$ cat config.mk
export PLATFORM = sky130hd
export DESIGN_NAME = client_heartbeat_slot_table
export DESIGN_NICKNAME = d
export VERILOG_FILES = /design/src/hw/rtl/chst_pkg.sv /design/src/hw/rtl/chst_slot_alu.sv /design/src/hw/rtl/client_heartbeat_slot_table.sv
export SDC_FILE = /design/constraint.sdc
export NUM_CORES = 1
export LEC_CHECK = 0
export BUFFER_PORTS_ARGS = -buffer_cell sky130_fd_sc_hd__buf_2
export CAP_MARGIN = 20
export CORE_UTILIZATION = 30
export CTS_CLUSTER_DIAMETER = 30
export DETAILED_ROUTE_END_ITERATION = 8
export GPL_ROUTABILITY_DRIVEN = 0
export GPL_TIMING_DRIVEN = 1
export HOLD_SLACK_MARGIN = 0.15
export PLACE_DENSITY_LB_ADDON = 0.1
export SLEW_MARGIN = 20
export SYNTH_ARGS = -nofsm -noshare
export SYNTH_HDL_FRONTEND = slang
export SYNTH_SLANG_ARGS = --single-unit
$ cat constraint.sdc
create_clock -name i_clk -period 7.2 [get_ports i_clk]
set_input_delay 0.72 -clock i_clk [delete_from_list [all_inputs] [get_ports i_clk]]
set_output_delay 0.72 -clock i_clk [all_outputs]
set_load 0.005 [all_outputs]
$ cat src/hw/rtl/chst_pkg.sv
// package for the client heartbeat slot table
// item types, result flags of the slot unit and reset constants; no dependencies
package chst_pkg;

    localparam int SLOTS_DEF = 16;
    localparam int ID_W      = 7;
    localparam int CNT_W     = 8;
    localparam int ACT_W     = 7;
    localparam int MASK_W    = 16;
    localparam int BASE_W    = 6;

    localparam logic [BASE_W-1:0] RELOAD_BASE_RST = 6'd10;
    localparam logic [ACT_W-1:0]  ACT_MAX         = 7'd127;
    localparam logic [CNT_W-1:0]  CNT_MAX         = 8'd255;

    localparam logic OP_ALLOC   = 1'b0;
    localparam logic OP_TRIGGER = 1'b1;

    typedef struct packed {
        logic            operation;
        logic [ID_W-1:0] client_id;
    } t_in_item;

    typedef struct packed {
        logic [ID_W-1:0]   assigned_id;
        logic              status;
        logic              resurrected;
        logic [MASK_W-1:0] expired_mask;
        logic              count_resynced;
        logic [ACT_W-1:0]  active_clients;
    } t_out_item;

    // outcome of one slot visit
    typedef struct packed {
        logic [CNT_W-1:0] cnt_next;
        logic             cnt_we;
        logic [ACT_W-1:0] active_next;
        logic             found;
        logic             resurrect;
        logic             expired;
        logic             resync;
    } t_slot_res;

endpackage

$ cat src/hw/rtl/chst_slot_alu.sv
// shared slot unit: one counter visit per cycle for allocate or trigger
// depends on chst_pkg
module chst_slot_alu
    import chst_pkg::*;
(
    input  logic              i_op,
    input  logic              i_match,
    input  logic [CNT_W-1:0]  i_cnt,
    input  logic [ACT_W-1:0]  i_active,
    input  logic [BASE_W-1:0] i_base,
    output t_slot_res         o_res
);

    logic [ACT_W-1:0] active_up;
    logic [ACT_W-1:0] active_trig;
    logic [CNT_W:0]   reload_sum;
    logic             cnt_zero;

    assign cnt_zero    = (i_cnt == '0);
    assign active_up   = (i_active == ACT_MAX) ? i_active : i_active + 1'b1;
    assign active_trig = cnt_zero ? active_up : i_active;
    // twice the active count plus the base, saturating
    assign reload_sum  = {1'b0, active_trig, 1'b0} + (CNT_W+1)'(i_base);

    always_comb begin
        o_res             = '0;
        o_res.cnt_next    = i_cnt;
        o_res.active_next = i_active;
        if (i_op == OP_ALLOC) begin
            if (cnt_zero) begin
                o_res.cnt_next    = CNT_W'(1);
                o_res.cnt_we      = 1'b1;
                o_res.active_next = active_up;
                o_res.found       = 1'b1;
            end
        end else if (i_match) begin
            o_res.resurrect   = cnt_zero;
            o_res.active_next = active_trig;
            o_res.cnt_we      = 1'b1;
            o_res.cnt_next    = reload_sum[CNT_W] ? CNT_MAX : reload_sum[CNT_W-1:0];
        end else if (!cnt_zero) begin
            o_res.cnt_next = i_cnt - 1'b1;
            o_res.cnt_we   = 1'b1;
            if (i_cnt == CNT_W'(1)) begin
                o_res.expired = 1'b1;
                if (i_active <= ACT_W'(1)) begin
                    o_res.active_next = ACT_W'(1);
                    o_res.resync      = 1'b1;
                end else begin
                    o_res.active_next = i_active - 1'b1;
                end
            end
        end
    end

endmodule

$ cat src/hw/rtl/client_heartbeat_slot_table.sv
// top level of the client heartbeat slot table: sequencer, counter array, output register
// depends on chst_pkg and chst_slot_alu
//
// usage
//   input channel  : i_in_valid / o_in_stall / i_in_item, an item is taken when valid
//                    is high and stall is low; operation selects allocate or trigger
//   output channel : o_out_valid / i_out_stall / o_out_item, one result item per input
//   config         : i_cfg_we / i_cfg_data write reload_base, only while the block is idle
// timing
//   one slot is visited per cycle through the shared slot unit
//   trigger  : accept, then a scan of every slot from slot 0, then writeback
//   allocate : stops at the first free slot, or after every slot when the table is full
//   one item at a time; o_in_stall is high from accept until the result is registered
// reset
//   synchronous, active low; all counters cleared (all slots free), active count and
//   round-robin pointer zero, reload_base back to 10
// back-pressure
//   the output register holds a finished item while i_out_stall is high; a new item is
//   accepted meanwhile, and its scan waits in writeback until the register frees up
module client_heartbeat_slot_table
    import chst_pkg::*;
#(
    parameter int SLOTS = SLOTS_DEF
) (
    input  logic              i_clk,
    input  logic              i_rst_n,
    input  logic              i_in_valid,
    output logic              o_in_stall,
    input  t_in_item          i_in_item,
    output logic              o_out_valid,
    input  logic              i_out_stall,
    output t_out_item         o_out_item,
    input  logic              i_cfg_we,
    input  logic [BASE_W-1:0] i_cfg_data
);

    localparam int IDX_W = $clog2(SLOTS);
    localparam logic [IDX_W-1:0] LAST_IDX = IDX_W'(SLOTS - 1);

    typedef enum logic [1:0] {
        S_IDLE,
        S_SCAN,
        S_WB
    } t_state;

    t_state            r_state;
    logic [CNT_W-1:0]  r_cnt [SLOTS];
    logic [ACT_W-1:0]  r_active;
    logic [IDX_W-1:0]  r_next_slot;     // round-robin start, already wrapped
    logic [BASE_W-1:0] r_reload_base;

    // per-item working registers
    logic              r_op;
    logic [ID_W-1:0]   r_cid;
    logic [IDX_W-1:0]  r_slot;
    logic [IDX_W-1:0]  r_step;
    logic [ID_W-1:0]   r_assigned;
    logic              r_status;
    logic              r_resurrect;
    logic [MASK_W-1:0] r_mask;
    logic              r_resync;

    logic              r_out_valid;
    t_out_item         r_out_item;

    logic              in_take;
    logic              out_free;
    logic              slot_match;
    logic [IDX_W-1:0]  n_slot;
    logic [ID_W-1:0]   slot_id;
    t_slot_res         alu_res;

    assign in_take    = i_in_valid && !o_in_stall;
    assign out_free   = !r_out_valid || !i_out_stall;
    assign slot_id    = ID_W'(r_slot) + ID_W'(1);
    assign slot_match = (r_cid == slot_id);
    assign n_slot     = (r_slot == LAST_IDX) ? '0 : r_slot + 1'b1;

    assign o_in_stall  = (r_state != S_IDLE);
    assign o_out_valid = r_out_valid;
    assign o_out_item  = r_out_item;

    chst_slot_alu u_alu (
        .i_op     (r_op),
        .i_match  (slot_match),
        .i_cnt    (r_cnt[r_slot]),
        .i_active (r_active),
        .i_base   (r_reload_base),
        .o_res    (alu_res)
    );

    always_ff @(posedge i_clk) begin
        if (!i_rst_n) begin
            r_state       <= S_IDLE;
            r_active      <= '0;
            r_next_slot   <= '0;
            r_reload_base <= RELOAD_BASE_RST;
            r_out_valid   <= 1'b0;
            for (int s = 0; s < SLOTS; s++) begin
                r_cnt[s] <= '0;
            end
        end else begin
            if (i_cfg_we) begin
                r_reload_base <= i_cfg_data;
            end
            // in writeback the register is reloaded below
            if (r_out_valid && !i_out_stall && r_state != S_WB) begin
                r_out_valid <= 1'b0;
            end
            unique case (r_state)
                S_IDLE: begin
                    if (in_take) begin
                        r_op        <= i_in_item.operation;
                        r_cid       <= i_in_item.client_id;
                        // allocate starts after the last grant, trigger walks from slot 0
                        r_slot      <= (i_in_item.operation == OP_ALLOC) ? r_next_slot : '0;
                        r_step      <= '0;
                        r_assigned  <= '0;
                        r_status    <= 1'b0;
                        r_resurrect <= 1'b0;
                        r_mask      <= '0;
                        r_resync    <= 1'b0;
                        r_state     <= S_SCAN;
                    end
                end
                S_SCAN: begin
                    if (alu_res.cnt_we) begin
                        r_cnt[r_slot] <= alu_res.cnt_next;
                    end
                    r_active <= alu_res.active_next;
                    r_step   <= r_step + 1'b1;
                    r_slot   <= n_slot;
                    if (r_op == OP_ALLOC) begin
                        if (alu_res.found) begin
                            r_assigned  <= slot_id;
                            r_next_slot <= n_slot;
                            r_state     <= S_WB;
                        end else if (r_step == LAST_IDX) begin
                            r_status <= 1'b1;   // table full
                            r_state  <= S_WB;
                        end
                    end else begin
                        if (alu_res.resurrect) begin
                            r_resurrect <= 1'b1;
                        end
                        if (alu_res.expired) begin
                            r_mask <= r_mask | (MASK_W'(1) << r_slot);
                        end
                        if (alu_res.resync) begin
                            r_resync <= 1'b1;
                        end
                        if (r_step == LAST_IDX) begin
                            r_state <= S_WB;
                        end
                    end
                end
                S_WB: begin
                    if (out_free) begin
                        r_out_item.assigned_id    <= r_assigned;
                        r_out_item.status         <= r_status;
                        r_out_item.resurrected    <= r_resurrect;
                        r_out_item.expired_mask   <= r_mask;
                        r_out_item.count_resynced <= r_resync;
                        r_out_item.active_clients <= r_active;
                        r_out_valid               <= 1'b1;
                        r_state                   <= S_IDLE;
                    end
                end
                default: begin
                    r_state <= S_IDLE;
                end
            endcase
        end
    end

`ifndef SYNTHESIS
    // an accepted item always starts a scan
    a_take_scan: assert property (@(posedge i_clk) disable iff (!i_rst_n)
        in_take |=> (r_state == S_SCAN))
        else $error("accepted item did not start a scan");

    // a full table returns no id and an empty expired mask
    a_full_clean: assert property (@(posedge i_clk) disable iff (!i_rst_n)
        (o_out_valid && o_out_item.status) |->
            (o_out_item.assigned_id == '0 && o_out_item.expired_mask == '0))
        else $error("failed allocate carries result data");

    // a granted id never comes with trigger flags or the table-full status
    a_grant_clean: assert property (@(posedge i_clk) disable iff (!i_rst_n)
        (o_out_valid && o_out_item.assigned_id != '0) |->
            (!o_out_item.resurrected && !o_out_item.count_resynced &&
             o_out_item.expired_mask == '0 && !o_out_item.status))
        else $error("granted id mixed with trigger flags");

    // expiry only reported for existing slots
    a_mask_range: assert property (@(posedge i_clk) disable iff (!i_rst_n)
        o_out_valid |-> ((o_out_item.expired_mask >> SLOTS) == '0))
        else $error("expired mask names a slot beyond the table");

    // a forced count always leaves at least one active client
    a_resync_one: assert property (@(posedge i_clk) disable iff (!i_rst_n)
        (o_out_valid && o_out_item.count_resynced) |-> (o_out_item.active_clients != '0))
        else $error("resynced count is zero");
`endif

endmodule

Word-level counts from Yosys, hierarchy flattened:

Memory sizes are Yosys's and may differ from the RTL's. A register that Yosys moved wholly into a read port is not among the register bits.
Cells that the tools add are included.

* flip-flop bits (word level): 95
* RAM bits: 128
* input bits: 19
* output and inout port bits: 35
* logic and storage cells: 135
* memories kept: 1

Memory list
* r_cnt: words 16, bits a word 8, read ports 1, clocked after memory_dff 1, wr ports 16, RTL line client_heartbeat_slot_table.sv:47 `logic [CNT_W-1:0] r_cnt [SLOTS];`

* add/sub/neg operators: 7
* order comparisons: 1
* eq/ne operators: 19
* shift operators: 1
* mux-type cells: 59
* bitwise operators: 2
* reductions and logical operators: 25

Operator list (number)
* 2-to-1 mux 16 bit: 6
* 2-to-1 mux 7 bit: 7
* one-hot mux 16 bit (2 select lines): 1
* 2-to-1 mux 4 bit: 6
* != test 2 bit (second input constant): 11
* 2-to-1 mux 1 bit: 20
* AND reduction 5 bit: 4
* 2-to-1 mux 17 bit: 1
* 2-to-1 mux 2 bit: 8
* 2-to-1 mux 8 bit: 2
* OR 16 bit: 1
* one-hot mux 4 bit (2 select lines): 2
* << shifter 1 x 4 -> 16 bit (first input constant): 1
* one-hot mux 7 bit (2 select lines): 1
* AND reduction 3 bit: 4
* adder 8 x 6 -> 9 bit: 1
* adder 4 x 1 -> 4 bit (second input constant): 2
* equality test 4 bit (second input constant): 2
* equality test 8 x 1 -> 1 bit (second input constant): 1
* logical NOT 8 bit: 1
* OR reduction 8 bit: 1
* subtractor 8 x 1 -> 8 bit (second input constant): 1
* adder 7 x 1 -> 7 bit (second input constant): 1
* equality test 7 x 5 -> 1 bit: 1
* 20 further kinds: 28

Logic depth before layout (Yosys ltp):

* word-level depth: 13
* mapped depth: 27
* mapped depth without buffers: 21

Modules after synthesis:

Synthesis repeated with hierarchy kept, for this count alone.

* cell total of the unflattened synthesis: 848
* area total of the unflattened synthesis: 10709.0 µm²

By module, submodules not included
* client_heartbeat_slot_table: times used 1, cells an instance 674, area each 9510.4 µm², sequential area each 6456.2 µm²
* chst_slot_alu: times used 1, cells an instance 174, area each 1198.6 µm², sequential area each 0.0 µm²

Worst setup path after synthesis:

No wires, ideal clock.

* path type: register -> register
* from: reg (tool-made name)
* to: mem r_cnt[15][5], data pin
* library setup time: 261 ps
* arrival: 5778 ps
* required time: 6939 ps
* slack: 1160 ps
* stages on the path, launching flop included: 28
* buffers on the path: 6
* period minus slack after synthesis: 6040 ps
* path through: dfxtp_1 > buf_6 > buf_6 > buf_2 > mux4_2 > a22o_1 > or2_2 > inv_1 > ha_1 > inv_1 > or4_1 > clkbuf_1 > buf_2 > nor2_4 > inv_1 > nor2_1 > nand2_1 > o21ai_0 > ha_1 > a211oi_1 > o21bai_1 > a21oi_1 > inv_1 > o2111ai_1 > nand3_2 > a221oi_2 > buf_4 > nor2_1

RTL lines (RTL line)
* end, declared: client_heartbeat_slot_table.sv:47

==> flow_metrics.tcl <==
set metrics [dict create \
    status "finished clean" \
    cts_buffers 58 \
    yosysWarningCount 0 \
    crit_required_ns 7.50 \
    cts_sinks 223 \
    cts_root_buf "clkbuf_16" \
    synth_area_um2 10500 \
    drt_iter0_markers 374 \
    ys_ff_latch 223 \
    clkTransAtPathRegs_ns 0.05 \
    final_util_pct 38.4 \
    ant_nets 0 \
    peakVddDrop_uv 200 \
    fin_crit_ns 6.27 \
    min_delay_path_depth 1 \
    crit_path_end_kind "flip-flop" \
    r2r_cells 22 \
    grt_pass1_vias 7148 \
    vias 7057 \
    netlist_instances 834 \
    grtUsageMet2_pct 26.7 \
    power_mw 4.62 \
    timing.setup.tns_ns 0 \
    tightest_slew_ns 1.01 \
    synth_area_leaders "edfxtp_1, mux4_2, nor2_1" \
    grt_max_degree 34 \
    wl_um 29500 \
    synth_edf_count 199 \
    ff2ff_setup_slack_ns 0.93 \
    track_usage_pct 16.9 \
    core_um2 34500 \
    cts_buffer_depth 3 \
    wire_per_inst_um 20.8 \
    synth_top_area_share_pct 57.1 \
    synth_ff_type "edfxtp_1" \
    yosysUniqueCellTypes 73 \
    numPortBuffers 51 \
    setup_viol 0 \
    grt_busiest_layer "met2" \
    htree_levels 2 \
    io_pins 54 \
    critPathLaunchType "flip-flop" \
    die_w_um 189 \
    synth_largest_area_cell "edfxtp_1" \
    vias_per_cell 4.98 \
    cp.arrival_ns 6.57 \
    finalCritPeriodShare_pct 87.0 \
    avgSynthCellArea_um2 12.5 \
    async_flop_share_pct 0 \
    rows 68 \
    drt-pass1-iter-count 5 \
    cp_max_fo 17 \
    timing.fmax_ghz 0.160 \
    fin_skew_ns 0.0346 \
    antenna_found_initial 0 \
    report.final.slew_viol_count 0 \
    critical_path_class "reg2reg" \
    hp-start "i_in_item[1]" \
    cts_tree "yes" \
    hold_path.class "in2reg" \
    clkLatencyLatePin_ns 0.60 \
    whs_endpoint "r_cid[1]" \
    dieHeight_um 189 \
    die_area_um2 35600 \
    p_leak_nw 4.85 \
    initial_core_util_pct 30.4 \
    nets 956 \
    final_layout_size_suffix_gt1_share_pct 22.5 \
    antenna_cells 0 \
    syn_to_final_growth_pct 26.4 \
    grt_pass1_wl_um 45200 \
    hpwl_um 19400 \
    p_per_area_nw_per_um2 349 \
    yosysSeqAreaShare_pct 61.7 \
    hold_violations 0 \
    grt_use_met3_pct 3.26 \
    drc 0 \
    post_cts.repair.setup_buffers 0 \
    rsz0062_at_grt "no" \
    maxCapViolCount 0 \
    cts_hold_buf 0 \
    r2r-end "r_cnt[4][3]" \
    cts.repair.resized 0 \
    maxSlewHeadroom_pct 32.7 \
    gr-total-overflow 0 \
    grtUsageMet1_pct 23.0 \
]
sequential cells by signal, summed over array words and instances, names as in the netlist, named ones only:
register	count
o_out_item	31
o_out_valid	1
r_active	7
r_assigned	5
r_cid	7
r_cnt	128
r_mask	16
r_next_slot	4
r_op	1
r_reload_base	6
r_resurrect	1
r_resync	1
r_slot	4
r_state	2
r_status	1
r_step	4
cells in the final DEF (no fill, tap or decap), drive strengths merged, types with 6 or more instances in the layout:
cell type  count
nand4          8
a31oi          8
nand2         63
a21oi         37
ha            18
nor4           8
dfxtp         24
buf           70
and2           6
and3           7
xor2           6
o21ai         21
clkbuf        72
nand3         22
edfxtp       199
bufinv        10
clkinv        15
mux4          34
xnor2          7
nor2b          6
nor2         185
inv           23
mux2i         11
nor3          11
where the power goes:
part / switching [mW] / internal (mW)
logic: 0.312 / 0.168
clock network: 0.783 / 1.83
registers: 0.0542 / 1.47
total: 1.15 / 3.47
cell families (layout without fill, tap and decap cells):
kind of cell    Yosys count  count (layout)  share of synthesized area (%)
flops                   223             223                           61.7
compound gates          123             123                           8.38
xor+xnor                 14              14                           1.30
other cells               1               2                         0.0358
buf+inv                  68             195                           2.88
fa+ha+maj                19              19                           2.34
mux                      48              48                           8.70
simple gates            338             338                           14.6
worst max path at each step:
| stage | startpoint | endpoint | slack [ns] |
|---|---|---|---|
| 6_report | flip-flop | r_cnt[4][3] | 0.93 |
| 2_1_floorplan | flip-flop | r_cnt[15][5] | 1.16 |
| 3_5_place_dp | flip-flop | r_cnt[0][3] | 0.94 |
| 3_3_place_gp | flip-flop | r_cnt[15][7] | 1.06 |
| 5_1_grt | flip-flop | r_cnt[1][3] | 0.53 |
| 4_1_cts | flip-flop | r_cnt[7][3] | 0.91 |
layout make-up:
type                       instances  area, µm²
tap                              455        569
sequential                       223       6460
clock buffer                      72       1510
timing repair buffer              70        398
clock inverter                    32        472
inverter                          21       78.8
multi-input combinational        544       3730
fill                            3342      21200
stage by stage:
step	setup slack (ns)	std cells	instance area [µm²]	hold slack (ns)
floorplan	1.16	835	10500	0.400
global placement	1.06	1313	11200	0.403
detailed placement	0.939	1313	11200	0.407
CTS	0.913	1417	13200	0.269
global route	0.526	1417	13200	0.279
finish	0.934	1417	13200	0.305
cells in the mapped netlist (all sizes together) (7+ instances only):
master,instances
nand2,63
edfxtp,199
nand4,8
buf,20
ha,18
mux2i,11
o21ai,21
and3,7
a21oi,37
a31oi,8
nor3,11
dfxtp,24
mux4,34
nor4,8
inv,20
nand3,22
clkbuf,27
xnor2,7
nor2,185
worst max-delay path, stage by stage, from the launching register on:
cell,delay (ns)
dfxtp_2,0.72
mux4_2,0.60
mux4_2,0.53
inv_1,0.13
ha_1,0.17
inv_1,0.08
or4_1,0.52
buf_4,0.20
nor2_4,0.11
inv_1,0.13
nor2_1,0.32
nand2_1,0.08
o21ai_0,0.19
ha_1,0.33
a211oi_1,0.23
o21bai_1,0.13
a21oi_1,0.20
inv_1,0.13
o2111ai_1,0.23
nand3_2,0.24
a221oi_4,0.32
buf_4,0.29
nor2_1,0.06
routing by layer:
layer	share of wire [%]	vias up
li1	-	3306
met1	47	3538
met2	47	167
met3	4.2	46
met4	2.4	0
met5	0	-
Power figures use the tool's default switching activity.
